File: config.mk
export PLATFORM = sky130hd
export DESIGN_NAME = ptrs_ctrl
export DESIGN_NICKNAME = d
export VERILOG_FILES = /design/src/design/periodic_task_release_scheduler_core_defines.svh /design/src/design/ptrs_pkg.sv /design/src/design/ptrs_ctrl.sv
export SDC_FILE = /design/constraint.sdc
export NUM_CORES = 1
export LEC_CHECK = 0
export ABC_AREA = 1
export BUFFER_PORTS_ARGS = -buffer_cell sky130_fd_sc_hd__buf_2
export CAP_MARGIN = 5
export CORE_ASPECT_RATIO = 0.5
export CORE_MARGIN = 3
export CORE_UTILIZATION = 45
export CTS_BUF_LIST = sky130_fd_sc_hd__clkbuf_4 sky130_fd_sc_hd__clkbuf_8
export DETAILED_ROUTE_END_ITERATION = 10
export HOLD_SLACK_MARGIN = 0.08
export PLACE_DENSITY = 0.79
export REMOVE_ABC_BUFFERS = 1
export SLEW_MARGIN = 5
export SYNTH_ARGS = -nofsm -noshare
export SYNTH_HDL_FRONTEND = slang
export SYNTH_SLANG_ARGS = --single-unit
File: constraint.sdc
create_clock -name aclk -period 12.9 [get_ports aclk]
set_clock_uncertainty 0.05 [all_clocks]
set_input_delay 1.29 -clock aclk [delete_from_list [all_inputs] [get_ports aclk]]
set_output_delay 1.29 -clock aclk [all_outputs]
set_load 0.01 [all_outputs]
File: src/design/periodic_task_release_scheduler_core_defines.svh
`ifndef PERIODIC_TASK_RELEASE_SCHEDULER_CORE_DEFINES_SVH
`define PERIODIC_TASK_RELEASE_SCHEDULER_CORE_DEFINES_SVH

// Same-cycle implication, checked on the rising edge of aclk outside reset.
`define PTRS_ASSERT_NOW(label, ante, cons, msg) \
    label: assert property (@(posedge aclk) disable iff (!aresetn) (ante) |-> (cons)) \
        else $error(msg);

// Next-cycle implication, checked on the rising edge of aclk outside reset.
`define PTRS_ASSERT_NEXT(label, ante, cons, msg) \
    label: assert property (@(posedge aclk) disable iff (!aresetn) (ante) |=> (cons)) \
        else $error(msg);

`endif

File: src/design/ptrs_pkg.sv
`timescale 1ns / 1ps

package ptrs_pkg;

    localparam int MAX_TASKS_DEF    = 32;
    localparam int TIME_BITS_DEF    = 32;
    localparam int PRIO_BITS_DEF    = 8;
    localparam int PENDING_BITS_DEF = 16;

    typedef enum logic [1:0] {
        OP_CREATE   = 2'd0,
        OP_CHECK    = 2'd1,
        OP_DISPATCH = 2'd2
    } op_t;

    typedef enum logic [1:0] {
        STATUS_OK    = 2'd0,
        STATUS_FULL  = 2'd1,
        STATUS_EMPTY = 2'd2
    } status_t;

    typedef enum logic [1:0] {
        CS_IDLE,
        CS_RUN,
        CS_HOLD
    } ctrl_state_t;

    typedef struct packed {
        logic [1:0]  op;
        logic [31:0] now;
        logic [31:0] period;
        logic [31:0] start_delay;
        logic [7:0]  priority_req;
    } in_item_t;

    typedef struct packed {
        logic [1:0] status;
        logic [4:0] task_id;
        logic [5:0] releases_now;
    } out_item_t;

    // Control part of the operation token that walks the cell chain.
    typedef struct packed {
        logic active;
        op_t  op;
        logic claimed;
        logic found;
    } tok_ctl_t;

endpackage

File: src/design/ptrs_ctrl.sv
`timescale 1ns / 1ps

module ptrs_ctrl import ptrs_pkg::*; #(
    parameter int TIME_BITS = TIME_BITS_DEF,
    parameter int PRIO_BITS = PRIO_BITS_DEF,
    parameter int ID_BITS   = 5,
    parameter int CNT_BITS  = 6
) (
    input  logic                 aclk,
    input  logic                 aresetn,
    input  logic                 s_valid,
    output logic                 s_ready,
    input  in_item_t             s_data,
    output logic                 m_valid,
    input  logic                 m_ready,
    output out_item_t            m_data,
    output logic [TIME_BITS-1:0] now_o,
    output logic [TIME_BITS-1:0] period_o,
    output logic [TIME_BITS-1:0] delay_o,
    output logic [PRIO_BITS-1:0] prio_o,
    output tok_ctl_t             start_ctl_o,
    input  tok_ctl_t             last_ctl_i,
    input  logic [ID_BITS-1:0]   last_id_i,
    input  logic [CNT_BITS-1:0]  last_cnt_i,
    output logic                 dec_en_o,
    output logic [ID_BITS-1:0]   dec_id_o
);

    ctrl_state_t          state_reg, state_next;
    logic                 start_reg;
    op_t                  op_reg;
    logic [TIME_BITS-1:0] now_reg, period_reg, delay_reg;
    logic [PRIO_BITS-1:0] prio_reg;
    logic                 m_valid_reg, m_valid_next;
    out_item_t            m_data_reg, hold_reg;
    out_item_t            result;
    logic                 accept, out_free, load_result, load_hold, store_hold;

    assign accept   = s_valid && s_ready;
    assign out_free = !m_valid_reg || m_ready;

    // The token only ever gains a slot number or a count on the operation
    // that reports it, so both pass straight into the result.
    always_comb begin
        result.task_id      = 5'(last_id_i);
        result.releases_now = 6'(last_cnt_i);
        result.status       = STATUS_OK;
        if (last_ctl_i.op == OP_CREATE && !last_ctl_i.claimed) begin
            result.status = STATUS_FULL;
        end else if (last_ctl_i.op == OP_DISPATCH && !last_ctl_i.found) begin
            result.status = STATUS_EMPTY;
        end
    end

    always_comb begin
        state_next  = state_reg;
        s_ready     = 1'b0;
        load_result = 1'b0;
        load_hold   = 1'b0;
        store_hold  = 1'b0;
        case (state_reg)
            CS_IDLE: begin
                s_ready = aresetn;
                if (s_valid) begin
                    state_next = CS_RUN;
                end
            end
            CS_RUN: begin
                if (last_ctl_i.active) begin
                    if (out_free) begin
                        load_result = 1'b1;
                        state_next  = CS_IDLE;
                    end else begin
                        store_hold = 1'b1;
                        state_next = CS_HOLD;
                    end
                end
            end
            CS_HOLD: begin
                if (out_free) begin
                    load_hold  = 1'b1;
                    state_next = CS_IDLE;
                end
            end
            default: begin
                state_next = CS_IDLE;
            end
        endcase

        m_valid_next = m_valid_reg;
        if (load_result || load_hold) begin
            m_valid_next = 1'b1;
        end else if (m_ready) begin
            m_valid_next = 1'b0;
        end
    end

    always_ff @(posedge aclk) begin
        if (!aresetn) begin
            state_reg   <= CS_IDLE;
            start_reg   <= 1'b0;
            m_valid_reg <= 1'b0;
        end else begin
            state_reg   <= state_next;
            start_reg   <= accept;
            m_valid_reg <= m_valid_next;
        end
    end

    always_ff @(posedge aclk) begin
        if (accept) begin
            op_reg     <= op_t'(s_data.op);
            now_reg    <= TIME_BITS'(s_data.now);
            period_reg <= TIME_BITS'(s_data.period);
            delay_reg  <= TIME_BITS'(s_data.start_delay);
            prio_reg   <= PRIO_BITS'(s_data.priority_req);
        end
        if (store_hold) begin
            hold_reg <= result;
        end
        if (load_result) begin
            m_data_reg <= result;
        end else if (load_hold) begin
            m_data_reg <= hold_reg;
        end
    end

    assign now_o    = now_reg;
    assign period_o = period_reg;
    assign delay_o  = delay_reg;
    assign prio_o   = prio_reg;

    always_comb begin
        start_ctl_o         = '0;
        start_ctl_o.active  = start_reg;
        start_ctl_o.op      = op_reg;
    end

    // The chosen task gives up one pending release as the token leaves the chain.
    assign dec_en_o = last_ctl_i.active && (last_ctl_i.op == OP_DISPATCH) && last_ctl_i.found;
    assign dec_id_o = last_id_i;

    assign m_valid = m_valid_reg;
    assign m_data  = m_data_reg;

endmodule

==> summary.txt <==
STA
  – Crit share post-route: between 20% and 30%
  – Hold Fails Final Rpt: 0
  – Max-slew violations: 0
  – Unrepaired setup endpoints after global routing: false
  – Worst slew margin relative to its limit: between 20% and 30%
  – Final setup fails: 0
  – Setup ws final: between 9 and 10 ns
  – Worst-Margin Slew: between 1 and 1.5 ns
  – Max frequency: between 300 and 400 MHz
  – Fin Hold WS: between 0.4 and 0.5 ns
  – Final min period: 3.08 ns
  – Setup TNS: 0 ns

Die
  – Die area: around 11000 um^2
  – # rows: 24
  – Chip height: about 76 um
  – Die W: 147 um
  – Initial Util: approximately half
  – IO Count: ~260
  – Core area: 9160 um^2

Route
  – DRC Markers: 0
  – Antenna viol nets, final: 0
  – Initial DRC Count: 116
  – Drt via density: between 4 and 5
  – Wirelength per Cell: approximately 17 um
  – Drt pass-1 iters: 5
  – Final wirelength: around 11000 um
  – Vias post-DR: around 2800

Synth
  – Synth Area per Inst: 19.9 um^2
  – Synth top area share: approximately 89%
  – Ys Warns: 0
  – Synthesized instance count: 224
  – Area leader, netlist: edfxtp_1
  – Yosys reg bits: roughly 140
  – Synth Cell Area: between 4000 and 5000 um^2
  – Distinct cells, synth: 14
  – Synth top area cells: edfxtp_1, nand2_1, dfxtp_1
  – Register area share after synthesis: just over 90%

Final layout
  – Design area: 6280 um^2
  – ANT cells: 0
  – Synth-to-layout area growth: 41.2%
  – Most common cell after layout, fill and taps aside: buf_2
  – Share of layout cells above drive strength 1: 58.2%
  – Area of the multi-input gates: between 200 and 300 um^2
  – Register area: roughly 4000 um^2
  – Most frequent cells in the layout: buf_2, edfxtp_1, nand2_1, clkbuf_8, inv_1
  – Fill cells: approximately 660
  – Nets: 615

Clocking
  – Clock tree buffer depth: 2
  – CTS tree: built
  – Root Driver: clkbuf_8
  – Hold-fix buffers at CTS: 0
  – Worst skew pair latency: slightly above 0.4 ns
  – Setup Fix Bufs, Post-CTS: 0
  – Clock transition at path regs: ~0.070 ns
  – Post_cts resized: 0
  – Htree depth: 4
  – Clock buffer count from CTS: 17
  – Clock Sinks: 136

Min path
  – Hold WC Path Type: register to register

Place
  – Post-Place Cell Area: ~5800 um^2
  – DP Worst Slack: 9.54 ns
  – Final HPWL DP: slightly above 8000 um
  – PortBufs: 253
  – Routability cong.: approximately 0.8

Global route
  – Vias in the first global route: ~2900
  – Global-route wire length before repair: 16300 um
  – Largest net degree at the start of global routing: 55
  – Overflow after GRT: 0
  – GR Util All Layers: 19.7%
  – Initial antenna violation count: 0

Worst setup path
  – Setup CP Type: primary input to output pin
  – CP cell instances: buf_2 -> inv_1 -> nor2_1 -> buf_2
  – Setup slack, reg-to-reg: about 10 ns
  – Most used cell along the critical path: buf_2
  – Crit-path slowest cell: inv_1
  – Worst EP required: 11.56 ns
  – CP Data Arrival Time: 1.74 ns
  – Worst path bufs/invs: 3
  – Crit path launch type: primary input
  – Crit end category: output pin
  – CP peak stage delay: approximately 0.13 ns
  – Kind of cell adding the most delay to the critical path: buffers and inverters
  – CP max FO: 4

Power and ir drop
  – Post-layout total power: about 0.00096 W
  – Leak: approximately 2.7 nW
  – Power per cell area: 153 nW/um^2
  – Maximum VDD drop: approximately 0.086 mV

Job
  – Max-cap violations: 0

Run status
  – Status: completed
==> kinds of logic (layout without fill, tap and decap cells) <==
family | Yosys count | count (layout) | share of synthesized area [%]
other cells | 1 | 2 | 0.0843
compound gates | 1 | 1 | 0.112
simple gates | 66 | 66 | 6.24
buf+inv | 20 | 297 | 2.70
flops | 136 | 136 | 90.9
==> worst paths after layout <==
check                     from          end  cells past startpoint
setup / recovery       aresetn      s_ready                      4
hold / removal     hold_reg[3]    m_data[3]                      2
setup reg to reg  state_reg[1]  delay_o[11]                      5
hold reg to reg    hold_reg[3]    m_data[3]                      2
==> layer usage <==
layer	track usage (%)	wire length (um)
met2	37.1	6290
met4	6.66	172
met5	0	0
met1	21.3	3880
met3	5.47	477
==> cell type report <==
| class | count | area share (%) |
|---|---|---|
| Inverter | 10 | 0.597 |
| Clock buffer | 17 | 3.72 |
| Clock inverter | 15 | 3.62 |
| Sequential cell | 136 | 64.4 |
| Multi-Input combinational cell | 69 | 4.70 |
| Tap cell | 130 | 2.59 |
| Timing Repair Buffer | 255 | 20.4 |
==> report_power, final <==
group | switching (W) | total [W] | internal, W
sequential | 0.00000393 | 0.000508 | 0.000504
clock | 0.000164 | 0.000395 | 0.000231
combinational | 0.0000345 | 0.0000602 | 0.0000257
==> synthesized netlist by cell type <==
library cell and count:
edfxtp_1 132, buf_6 2, nand3_1 1, nor2_1 7
nor2_2 2, dfxtp_1 4, a21oi_1 1, inv_1 10
nor3_1 3, buf_4 8, nor2_4 1, nand3_2 2
conb_1 1, nand2_1 50
==> worst register-to-register path, stage by stage, from the launching register on <==
cell     delay [ns]
dfxtp_1        0.34
nor2_1         0.19
inv_1          0.11
nor3_2         0.13
buf_4          0.55
buf_4          0.67
==> stage by stage <==
step	instances	utilization [%]
2_1_floorplan	215	-
3_3_place_gp	600	63.6
3_5_place_dp	600	63.6
4_1_cts	632	68.6
5_1_grt	632	68.6
6_report	632	68.6
No activity file was read; power rests on OpenSTA's default activity.
