--- config.mk ---
export PLATFORM = sky130hd
export DESIGN_NAME = ptrs_cell
export DESIGN_NICKNAME = d
export VERILOG_FILES = /design/src/design/periodic_task_release_scheduler_core_defines.svh /design/src/design/ptrs_pkg.sv /design/src/design/ptrs_cell.sv
export SDC_FILE = /design/constraint.sdc
export NUM_CORES = 1
export LEC_CHECK = 0
export ABC_AREA = 1
export BUFFER_PORTS_ARGS = -buffer_cell sky130_fd_sc_hd__buf_4
export CORE_ASPECT_RATIO = 0.75
export CORE_MARGIN = 3
export CORE_UTILIZATION = 34
export DETAILED_ROUTE_END_ITERATION = 10
export SKIP_LAST_GASP = 1
export SLEW_MARGIN = 20
export SYNTH_ARGS = -nofsm -noshare
export SYNTH_HDL_FRONTEND = slang
export SYNTH_SLANG_ARGS = --single-unit
--- constraint.sdc ---
create_clock -name aclk -period 3.3 [get_ports aclk]
set_input_delay 0.495 -clock aclk [delete_from_list [all_inputs] [get_ports aclk]]
set_output_delay 0.495 -clock aclk [all_outputs]
set_load 0.005 [all_outputs]
--- src/design/periodic_task_release_scheduler_core_defines.svh ---
`ifndef PERIODIC_TASK_RELEASE_SCHEDULER_CORE_DEFINES_SVH
`define PERIODIC_TASK_RELEASE_SCHEDULER_CORE_DEFINES_SVH

// Same-cycle implication, checked on the rising edge of aclk outside reset.
`define PTRS_ASSERT_NOW(label, ante, cons, msg) \
    label: assert property (@(posedge aclk) disable iff (!aresetn) (ante) |-> (cons)) \
        else $error(msg);

// Next-cycle implication, checked on the rising edge of aclk outside reset.
`define PTRS_ASSERT_NEXT(label, ante, cons, msg) \
    label: assert property (@(posedge aclk) disable iff (!aresetn) (ante) |=> (cons)) \
        else $error(msg);

`endif

--- src/design/ptrs_pkg.sv ---
`timescale 1ns / 1ps

package ptrs_pkg;

    localparam int MAX_TASKS_DEF    = 32;
    localparam int TIME_BITS_DEF    = 32;
    localparam int PRIO_BITS_DEF    = 8;
    localparam int PENDING_BITS_DEF = 16;

    typedef enum logic [1:0] {
        OP_CREATE   = 2'd0,
        OP_CHECK    = 2'd1,
        OP_DISPATCH = 2'd2
    } op_t;

    typedef enum logic [1:0] {
        STATUS_OK    = 2'd0,
        STATUS_FULL  = 2'd1,
        STATUS_EMPTY = 2'd2
    } status_t;

    typedef enum logic [1:0] {
        CS_IDLE,
        CS_RUN,
        CS_HOLD
    } ctrl_state_t;

    typedef struct packed {
        logic [1:0]  op;
        logic [31:0] now;
        logic [31:0] period;
        logic [31:0] start_delay;
        logic [7:0]  priority_req;
    } in_item_t;

    typedef struct packed {
        logic [1:0] status;
        logic [4:0] task_id;
        logic [5:0] releases_now;
    } out_item_t;

    // Control part of the operation token that walks the cell chain.
    typedef struct packed {
        logic active;
        op_t  op;
        logic claimed;
        logic found;
    } tok_ctl_t;

endpackage

--- src/design/ptrs_cell.sv ---
`timescale 1ns / 1ps

module ptrs_cell import ptrs_pkg::*; #(
    parameter int IDX          = 0,
    parameter int TIME_BITS    = TIME_BITS_DEF,
    parameter int PRIO_BITS    = PRIO_BITS_DEF,
    parameter int PENDING_BITS = PENDING_BITS_DEF,
    parameter int ID_BITS      = 5,
    parameter int CNT_BITS     = 6
) (
    input  logic                 aclk,
    input  logic                 aresetn,
    input  logic [TIME_BITS-1:0] now_i,
    input  logic [TIME_BITS-1:0] period_i,
    input  logic [TIME_BITS-1:0] delay_i,
    input  logic [PRIO_BITS-1:0] prio_i,
    input  logic                 dec_en_i,
    input  logic [ID_BITS-1:0]   dec_id_i,
    input  tok_ctl_t             tok_ctl_i,
    input  logic [ID_BITS-1:0]   tok_id_i,
    input  logic [CNT_BITS-1:0]  tok_cnt_i,
    input  logic [PRIO_BITS-1:0] tok_prio_i,
    output tok_ctl_t             tok_ctl_o,
    output logic [ID_BITS-1:0]   tok_id_o,
    output logic [CNT_BITS-1:0]  tok_cnt_o,
    output logic [PRIO_BITS-1:0] tok_prio_o
);

    logic                    valid_reg, valid_next;
    logic [TIME_BITS-1:0]    release_reg, release_next;
    logic [TIME_BITS-1:0]    period_reg, period_next;
    logic [PRIO_BITS-1:0]    prio_reg, prio_next;
    logic [PENDING_BITS-1:0] pend_reg, pend_next;

    tok_ctl_t                ctl_reg, ctl_next;
    logic [ID_BITS-1:0]      id_reg, id_next;
    logic [CNT_BITS-1:0]     cnt_reg, cnt_next;
    logic [PRIO_BITS-1:0]    best_reg, best_next;

    always_comb begin
        valid_next   = valid_reg;
        release_next = release_reg;
        period_next  = period_reg;
        prio_next    = prio_reg;
        pend_next    = pend_reg;
        ctl_next     = tok_ctl_i;
        id_next      = tok_id_i;
        cnt_next     = tok_cnt_i;
        best_next    = tok_prio_i;

        if (tok_ctl_i.active) begin
            case (tok_ctl_i.op)
                OP_CREATE: begin
                    // The first free cell the token meets takes the new task.
                    if (!valid_reg && !tok_ctl_i.claimed) begin
                        valid_next       = 1'b1;
                        release_next     = now_i + delay_i;
                        period_next      = period_i;
                        prio_next        = prio_i;
                        pend_next        = '0;
                        ctl_next.claimed = 1'b1;
                        id_next          = ID_BITS'(IDX);
                    end
                end
                OP_CHECK: begin
                    if (valid_reg && (now_i >= release_reg)) begin
                        if (pend_reg != {PENDING_BITS{1'b1}}) begin
                            pend_next = pend_reg + PENDING_BITS'(1);
                        end
                        release_next = release_reg + period_reg;
                        cnt_next     = tok_cnt_i + CNT_BITS'(1);
                    end
                end
                OP_DISPATCH: begin
                    // Strict compare keeps the earlier slot on a tie.
                    if (valid_reg && (pend_reg != '0) &&
                        (!tok_ctl_i.found || (prio_reg < tok_prio_i))) begin
                        ctl_next.found = 1'b1;
                        id_next        = ID_BITS'(IDX);
                        best_next      = prio_reg;
                    end
                end
                default: begin
                end
            endcase
        end

        if (dec_en_i && (dec_id_i == ID_BITS'(IDX))) begin
            pend_next = pend_reg - PENDING_BITS'(1);
        end
    end

    always_ff @(posedge aclk) begin
        if (!aresetn) begin
            valid_reg <= 1'b0;
            ctl_reg   <= '0;
        end else begin
            valid_reg <= valid_next;
            ctl_reg   <= ctl_next;
        end
    end

    always_ff @(posedge aclk) begin
        release_reg <= release_next;
        period_reg  <= period_next;
        prio_reg    <= prio_next;
        pend_reg    <= pend_next;
        id_reg      <= id_next;
        cnt_reg     <= cnt_next;
        best_reg    <= best_next;
    end

    assign tok_ctl_o  = ctl_reg;
    assign tok_id_o   = id_reg;
    assign tok_cnt_o  = cnt_reg;
    assign tok_prio_o = best_reg;

endmodule

==> results.rst <==
.. list-table::
   :header-rows: 1

   * - Metric
     - Value
   * - Run status
     - finished clean
   * - Wire length of the first global-routing pass
     - 48200 um
   * - Startpoint of the lowest-slack hold path
     - period_i[5]
   * - Part of the total power dissipated in the clock network
     - 41.0%
   * - Number of distinct library cell variants in the gate-level netlist after synthesis
     - 42
   * - Average vias per placed instance
     - 5.21
   * - Reg-to-reg slack, setup
     - 0.56 ns
   * - Post-DP HPWL
     - 26000 um
   * - Maximum capacitance violations
     - 0
   * - Number of post-CTS setup repair buffers
     - 0
   * - Terminating pin of the worst hold path
     - period_reg[5]
   * - Fraction of power consumed by combinational cells
     - 23.2%
   * - Via count of the first global-routing pass
     - 9157
   * - Final TNS setup
     - 0 ns
   * - Fraction of layout instances using a drive strength above 1
     - 15.1%
   * - Maximum number of pins on one net before global-route repair
     - 45
   * - Count of input and output buffers
     - 159
   * - Maximum fanout along the worst path
     - 16
   * - Antenna Violating Nets Remaining
     - 0
   * - Count of placed standard cells including taps
     - 1833
   * - P_int
     - 3180 uW
   * - Antenna diodes
     - 0
   * - Clock latency reported for the late side of the worst-skew pair
     - 0.44 ns
   * - Sequential fraction of the synthesis area
     - 32.8%
   * - Maximum clock rate
     - 365 MHz
   * - H-Tree Level Count
     - 4
   * - Iteration-0 DRC count of the detailed router
     - 836
   * - Cell type contributing the most total cell area after synthesis
     - edfxtp_1
   * - Power Dens Cells
     - 390 nW/um^2
   * - Grt total ovfl
     - 0
   * - Routed wirelength normalized by instance count
     - 16.8 um
   * - Most frequent cell after synthesis
     - nand2_1
   * - Final hold violation count
     - 0
   * - Post-cts repair resize count
     - 0
   * - RSZ-0062 raised after global routing
     - false
   * - Arrival time worst endpoint
     - 2.92 ns
   * - Routability congestion estimate
     - 0.932
   * - TritonCTS clock tree
     - built
   * - Std-Cell Rows
     - 52
   * - Number of cells on the worst reg-to-reg path
     - 13
   * - Gate count of the mapped netlist
     - 1329
   * - Maximum ir drop on the vdd rail
     - 0.000316 V
   * - Clock sink count
     - 113
   * - Endpoint kind of the worst setup timing path
     - register
   * - Switching power of the nets
     - 1450 uW
   * - Storage cell area
     - 3140 um^2
   * - Switch share
     - 31.3%
   * - Initial antenna violation count
     - 0
   * - Buffer depth of the longest clock path
     - 2
   * - Chip Height
     - 151 um
   * - Top cells by area in the synthesized netlist
     - edfxtp_1, nand2_1, ha_1, a21oi_1, inv_1
   * - Hold path depth
     - 1
   * - Clock Skew
     - 0.0158 ns
   * - CTS buffer count
     - 17
   * - Critical register-to-register path endpoint
     - pend_reg[0]
   * - Nets@finish
     - 1743
   * - Area used by multi-input combinational logic
     - 5840 um^2
   * - Slew of the pin with the lowest slew margin
     - 0.640 ns
   * - Area inside the core boundary
     - 27300 um^2
   * - Fill count
     - 2809
   * - Share of power burned in registers
     - 35.8%
   * - Post-synth EDFFs
     - 88
   * - Startpoint-to-endpoint class of the critical path
     - register to register
   * - Crit path required time
     - 3.47 ns
   * - Final slew viol count
     - 0
   * - Number of cells in the finished layout apart from fillers
     - 1865
   * - Static Leak
     - 0.00547 uW
   * - I/O pins
     - 160
   * - Initial Util
     - 35.1%
   * - Die Wd
     - 200 um
   * - Synthesized area divided by synthesized cell count
     - 7.21 um^2
   * - Class of the tightest hold or removal check
     - primary input to register
   * - Yosys warnings
     - 0
   * - Count of endpoints failing setup in the final report
     - 0
   * - Reg-to-reg critical path startpoint
     - release_reg[27]
   * - Remaining routing DRC violations
     - 0
   * - Number of iterations in the first detailed-routing pass
     - 6
   * - Normalized max-slew margin
     - 57.0%
   * - Critical path origin
     - release_reg[27]
   * - Critical Path Source Type
     - register
   * - Most common flop cell mapped by yosys
     - edfxtp_1
   * - Post-synthesis net count
     - 1571
   * - Synth top area share
     - 27.6%
   * - Buffer type at the clock tree root
     - clkbuf_16
   * - Aggregate routed wire length
     - 31300 um
   * - Vias
     - 9708
   * - Post-layout min period
     - 2.74 ns
   * - Seq cells post-synth
     - 113
   * - Die Footprint
     - 30300 um^2
   * - Total standard cell area after synthesis
     - 9580 um^2
   * - Post-synthesis async set-or-reset flop share
     - 0%
   * - Area Growth Syn to Fin
     - 23.7%
   * - Final worst path period share
     - 83.1%
   * - Top cell types by occurrence after synthesis
     - nand2_1, inv_1, nor2_1
   * - Clock-pin slew on the worst setup and hold paths
     - 0.06 ns
   * - Gr usage total
     - 20.6%
   * - Number of hold buffers added after cts
     - 0
## routing by layer
layer | track usage [%] | vias to the layer above | share of wire, %
li1 | - | 4858 | -
met1 | 30.7 | 4462 | 50
met3 | 4.05 | 29 | 6.9
met2 | 30.8 | 359 | 42
met4 | 4.60 | 0 | 1.3
met5 | 0 | - | 0
## cell families (layout without fill, tap and decap cells)
family | count (synthesis) | after routing | synth area share, %
muxes | 1 | 1 | 0.104
DFF | 113 | 113 | 32.8
xor gates and xnor gates | 27 | 27 | 2.47
and+or+nand+nor | 666 | 666 | 29.9
AOI/OAI and AO/OA | 253 | 253 | 14.3
buffers and inverters | 163 | 348 | 6.46
adders and majority gates | 106 | 106 | 14.0
## critical path, stage by stage, from the launching register on
cell      delay (ns)
edfxtp_1        0.42
inv_1           0.08
ha_1            0.23
a21oi_1         0.14
o21ai_0         0.10
nand2_1         0.08
nand2_1         0.06
a21oi_1         0.46
nand2_1         0.28
nand2_1         0.19
nand2_1         0.07
nand3_1         0.09
nand2_1         0.05
buf_4           0.22
## cells in the final DEF, fill, tap and decap left out, types with 3 or more instances in the layout
master and instances:
inv_6 5, or2_2 3, clkinv_4 3, edfxtp_1 88, o21ai_0 75, nor2_1 139, nor3_1 20, nand3b_1 13
nand3_1 95, inv_1 145, clkbuf_16 19, xor2_1 23, o21a_1 12, xnor2_1 4, nand4_1 19, inv_2 6
o21ai_1 15, nand2_2 6, nand2_1 355, nand3_2 3, a21o_1 4, buf_4 162, dfxtp_1 25, nor2_4 6
a21boi_1 5, o21bai_1 6, a21oi_1 126, ha_1 104
## final cells by class
class,count,share of cell area (%)
Multi-Input combinational cell,1053,49.3
Sequential cell,113,26.5
Timing Repair Buffer,164,10.6
Inverter,152,4.81
Clock buffer,20,4.04
Tap cell,351,3.71
Clock inverter,12,0.993
## per-stage QoR
stage          utilization, %  area, um^2  worst slack [ns]  total power, uW  hold WS, ns
3_5_place_dp             41.2       11300             0.443             2740        0.493
5_1_grt                  43.4       11900             0.281             4850        0.209
6_report                 43.4       11900             0.559             4620        0.227
3_3_place_gp             41.2       11300             0.491             2730        0.495
2_1_floorplan               -        9590             0.337             2320        0.476
4_1_cts                  43.4       11900             0.589             4650        0.216
## power by group through the flow
stage | Sequential [uW] | Combinational, uW | Clock (uW)
after detailed placement | 1680 | 1050 | 0
after global placement | 1680 | 1050 | 0
after global routing | 1660 | 1200 | 1990
final | 1650 | 1070 | 1900
after CTS | 1650 | 1060 | 1940
after floorplan | 1670 | 649 | 0
## worst max path at each step
stage	endpoint	cells past startpoint
2_1_floorplan	release_reg[0]	11
5_1_grt	pend_reg[7]	15
4_1_cts	pend_reg[10]	15
3_3_place_gp	pend_reg[10]	15
3_5_place_dp	pend_reg[9]	13
6_report	pend_reg[0]	13
Note: power is estimated with default switching activity, not from simulation.
